**src/sv/rms_pkg.sv**
```systemverilog
package rms_pkg;

    localparam int SAMPLE_W = 32;
    localparam int TIME_W   = 63;
    localparam int CFG_W    = 7;
    localparam logic [CFG_W-1:0] WLEN_RESET = 7'd20;

    typedef enum logic [2:0] {
        S_IDLE,
        S_CHK,
        S_SUM,
        S_MDIV,
        S_DEV,
        S_VDIV,
        S_SQRT,
        S_OUT
    } t_state;

    typedef struct packed {
        logic start;
        logic done;
    } t_div_ctl;

endpackage

```
**src/sv/rms_div.sv**
```systemverilog
module rms_div
    import rms_pkg::*;
#(
    parameter int DW = 70,
    parameter int VW = 7
) (
    input  logic          i_clk,
    input  logic          i_rst_n,
    input  t_div_ctl      i_ctl,
    input  logic [DW-1:0] i_dividend,
    input  logic [VW-1:0] i_divisor,
    output t_div_ctl      o_ctl,
    output logic [DW-1:0] o_quot,
    output logic [VW-1:0] o_rem
);

    localparam int CW = $clog2(DW + 1);

    logic          r_busy;
    logic [CW-1:0] r_cnt;
    logic [DW-1:0] r_q;
    logic [VW-1:0] r_rem;
    logic [VW-1:0] r_div;
    logic          r_done;
    logic [VW:0]   rem_sh;
    logic          fits;

    assign rem_sh = {r_rem, r_q[DW-1]};
    assign fits   = rem_sh >= {1'b0, r_div};

    always_ff @(posedge i_clk) begin
        if (!i_rst_n) begin
            r_busy <= 1'b0;
            r_cnt  <= '0;
            r_done <= 1'b0;
        end else begin
            r_done <= !i_ctl.start && r_busy && (r_cnt == CW'(DW - 1));
            if (i_ctl.start) begin
                r_busy <= 1'b1;
                r_cnt  <= '0;
            end else if (r_busy) begin
                r_cnt <= r_cnt + 1'b1;
                if (r_cnt == CW'(DW - 1)) begin
                    r_busy <= 1'b0;
                end
            end
        end
    end

    always_ff @(posedge i_clk) begin
        if (i_ctl.start) begin
            r_q   <= i_dividend;
            r_rem <= '0;
            r_div <= i_divisor;
        end else if (r_busy) begin
            r_q <= {r_q[DW-2:0], fits};
            if (fits) begin
                r_rem <= VW'(rem_sh - {1'b0, r_div});
            end else begin
                r_rem <= VW'(rem_sh);
            end
        end
    end

    assign o_ctl.start = r_busy;
    assign o_ctl.done  = r_done;
    assign o_quot      = r_q;
    assign o_rem       = r_rem;

endmodule

```
**config.mk**
```make
export PLATFORM = sky130hd
export DESIGN_NAME = rms_div
export DESIGN_NICKNAME = d
export VERILOG_FILES = /design/src/sv/rms_pkg.sv /design/src/sv/rms_div.sv
export SDC_FILE = /design/constraint.sdc
export NUM_CORES = 1
export LEC_CHECK = 0
export ABC_AREA = 1
export BUFFER_PORTS_ARGS = -buffer_cell sky130_fd_sc_hd__buf_2
export CAP_MARGIN = 20
export CORE_MARGIN = 3
export CORE_UTILIZATION = 45
export CTS_BUF_LIST = sky130_fd_sc_hd__clkbuf_16
export DETAILED_ROUTE_END_ITERATION = 6
export PLACE_DENSITY = 0.83
export SLEW_MARGIN = 20
export SYNTH_ARGS = -nofsm -noshare
export SYNTH_HDL_FRONTEND = slang
export SYNTH_SLANG_ARGS = --single-unit
```
**constraint.sdc**
```tcl
create_clock -name i_clk -period 1.7 [get_ports i_clk]
set_input_delay 0.17 -clock i_clk [delete_from_list [all_inputs] [get_ports i_clk]]
set_output_delay 0.17 -clock i_clk [all_outputs]
set_load 0.01 [all_outputs]
```
==> impl_metrics.toml <==
[floorplan]
die-width_um = 104
floorplan.initialDensity_pct = 46.6
rows = 35
floorplan.die_area_um2 = 10800
fp.dieH_um = 104
coreArea_um2 = 9280
io_count = 160

[worst_setup_path]
timing.critical_path.from_type = "flop"
setup.worst_path.end_class = "flop"
crit_path_max_fanout = 8
critical_path.endpoint = "o_quot[0]"
critical_path_class = "flop to flop"
crit_start = "r_div[0]"
r2r-start = "r_div[0]"
ff2ff_setup_slack_ns = -0.04
r2r.worst_path.cells = 9
required_time_of_the_worst_setup_path_ns = 1.87
cp.arrival_ns = 1.92
timing.rr.end = "o_quot[0]"

[timing]
rsz_0062_raised_after_global_routing = "yes"
final_layout_setup_total_negative_slack_ns = -0.191
finalMaxSlewViolations = 0
post-route-min-period_ns = 1.74
final-hold-violation-count = 0
clock-skew-final_ns = 0.0124
max-slew-margin-rel_pct = 70.7
final_clock_period_utilization_by_the_worst_path_pct = 102
fmax_ghz = 0.575
fin_ws_ns = -0.0404
timing.hold.ws_ns = 0.0148
slew_of_the_pin_with_the_lowest_slew_margin_ns = 0.440
setup-violations-final = 8

[synth]
cell_with_the_most_instances_after_synthesis = "sky130_fd_sc_hd__nand2_1"
number_of_synthesized_flops_with_an_enable_pin = 77
biggest_area_contributors_in_the_synthesized_netlist = "sky130_fd_sc_hd__edfxtp_1, sky130_fd_sc_hd__nand2_1, sky130_fd_sc_hd__dfxtp_1"
ys_top_cells_by_count = "sky130_fd_sc_hd__nand2_1, sky130_fd_sc_hd__edfxtp_1, sky130_fd_sc_hd__inv_1"
ys_async_sr_fraction_pct = 0
synth_cell_type_count = 32
ys_ff_latch = 93
syn_nets = 564
synthesis.yosys.warnings = 0
synth_sequential_area_ratio_pct = 60.8
synth_flop_cell = "sky130_fd_sc_hd__edfxtp_1"
mean_instance_size_in_the_synthesized_netlist_um2 = 9.15
area_fraction_of_the_dominant_cell_type_after_synthesis_pct = 53.4
syn-cell-area_um2 = 4330
post_synthesis_cells = 473
yosys.area.top_type = "sky130_fd_sc_hd__edfxtp_1"

[placed_design]
placed_area_um2 = 5300
dp_hpwl_mm = 7.81
port_buffers = 158
globalplace.congestion = 0.886

[routing]
initialDrtViolationCount = 163
post_drt_via_cell_ratio = 4.76
final_antenna_net_count = 0
drc_errors = 0
wl_per_cell_um = 13.9
first_pass_iters = 4
num_vias = 3663
wl_mm = 10.7

[grt]
number_of_antenna_violations_at_the_first_check_in_global_routing = 0
maximum_number_of_pins_on_one_net_before_global_route_repair = 46
via_count_of_the_first_global_routing_pass = 3665
groute.usage.overall_pct = 19.8
global_route.overflow_total = 0
grt_pass1_wl_mm = 17.6

[clock_tree]
cts-htree-levels = 3
clkSinkCount = 93
tritoncts.num_buffers = 9
worst_skew_pair.late_latency_ns = 0.34
cts_tree = "built"
cts-root-to-sink-buffers = 2
clock-root-buffer = "sky130_fd_sc_hd__clkbuf_16"
clkSlewWorstSetupHoldPaths_ns = 0.07

[final_layout]
final_design_area_no_fill_um2 = 5690
fraction_of_final_layout_cells_sized_beyond_drive_strength_1_pct = 33.1
nFillCells = 775
antenna_diodes = 0
finish.net_count = 726
area_growth_pct = 31.4

[power]
p_per_area_nw_per_um2 = 992
vdd.ir_drop.worst_v = 0.000507
static-leakage-power_nw = 2.86
fin_total_pwr_mw = 5.64

[worst_hold_path]
path_category_of_the_worst_min_delay_check = "input port to flop"

[flow_run]
cap_violations = 0

[run_status]
run_status = "finished with violations"
violations = "setup timing"
-- stage by stage --
step	setup slack, ns	util [%]	instances
finish	-0.0404	61.3	769
global route	-0.118	61.3	769
CTS	-0.0163	60.8	769
detailed placement	-0.0614	57.1	750
global placement	0.0113	57.1	750
floorplan	-0.00771	-	473
-- metal layers --
| metal | GRT usage [%] | share of wire, % |
|---|---|---|
| met1 | 24.9 | 42 |
| met2 | 32.5 | 49 |
| met3 | 5.77 | 8.2 |
| met4 | 7.41 | 1.2 |
| met5 | 0 | 0 |
-- cells by family (layout without fill, tap and decap cells) --
kind of cell    count (synthesis)  in the layout  share of synthesized area [%]
fa+ha+maj                      10             10                           3.06
xor+xnor                        2              2                          0.405
buf+inv                        49            216                           4.54
simple gates                  310            310                           29.7
flops                          93             93                           60.8
compound gates                  9              9                           1.53
-- cell usage in the layout (no fill, tap or decap), drive strengths merged, types with 4 or more instances in the layout --
master,n
a21oi,4
buf,167
clkbuf,9
clkinv,6
dfxtp,16
edfxtp,77
ha,9
inv,32
nand2,259
nand3,18
nand3b,5
nor2,16
nor3,4
nor3b,4
-- area by class of cell --
cell class	instances	area, µm²	area share, %
flip-flops and latches	93	2630	46.3
multi-input cells	331	1580	27.8
repair buffers	169	916	16.1
clock buffers	9	225	3.96
well taps	129	161	2.84
inverters	31	119	2.09
clock inverters	7	52.6	0.924
-- how the worst min path moves through the flow --
stage,start,end,cells past startpoint
after detailed placement,i_divisor[1],r_div[1],1
final,i_divisor[2],r_div[2],1
after CTS,i_divisor[0],r_div[0],1
after global routing,i_divisor[0],r_div[0],1
after global placement,i_divisor[0],r_div[0],1
after floorplan,i_divisor[0],r_div[0],0
-- registers in the layout, indices dropped and copies added, names as in the netlist --
register,flops
o_rem,7
r_div,7
o_quot,70
r_busy,1
r_cnt,7
r_done,1
-- where the power goes --
| part | internal (mW) | switching [mW] | total, mW |
|---|---|---|---|
| clock network | 0.999 | 0.859 | 1.86 |
| registers | 2.72 | 0.118 | 2.84 |
| logic | 0.384 | 0.562 | 0.946 |
| total | 4.10 | 1.54 | 5.64 |
-- timing repair --
item | in CTS | in global routing
pin swaps | 5 | 9
resized for setup | 10 | 10
buffers inserted | 1 | 0
hold buffers | 2 | 0
hold endpoints to repair | 2 | 0
setup endpoints to repair | 8 | 8
-- critical path, stage by stage, from the launching register on --
cell	delay, ns
sky130_fd_sc_hd__edfxtp_1	0.43
sky130_fd_sc_hd__ha_4	0.20
sky130_fd_sc_hd__fa_2	0.36
sky130_fd_sc_hd__inv_2	0.08
sky130_fd_sc_hd__nand2_2	0.06
sky130_fd_sc_hd__nand2_4	0.09
sky130_fd_sc_hd__nand2_4	0.06
sky130_fd_sc_hd__nand2_2	0.09
sky130_fd_sc_hd__nand2_4	0.08
sky130_fd_sc_hd__a31oi_1	0.14
No activity file was read; power rests on OpenSTA's default activity.
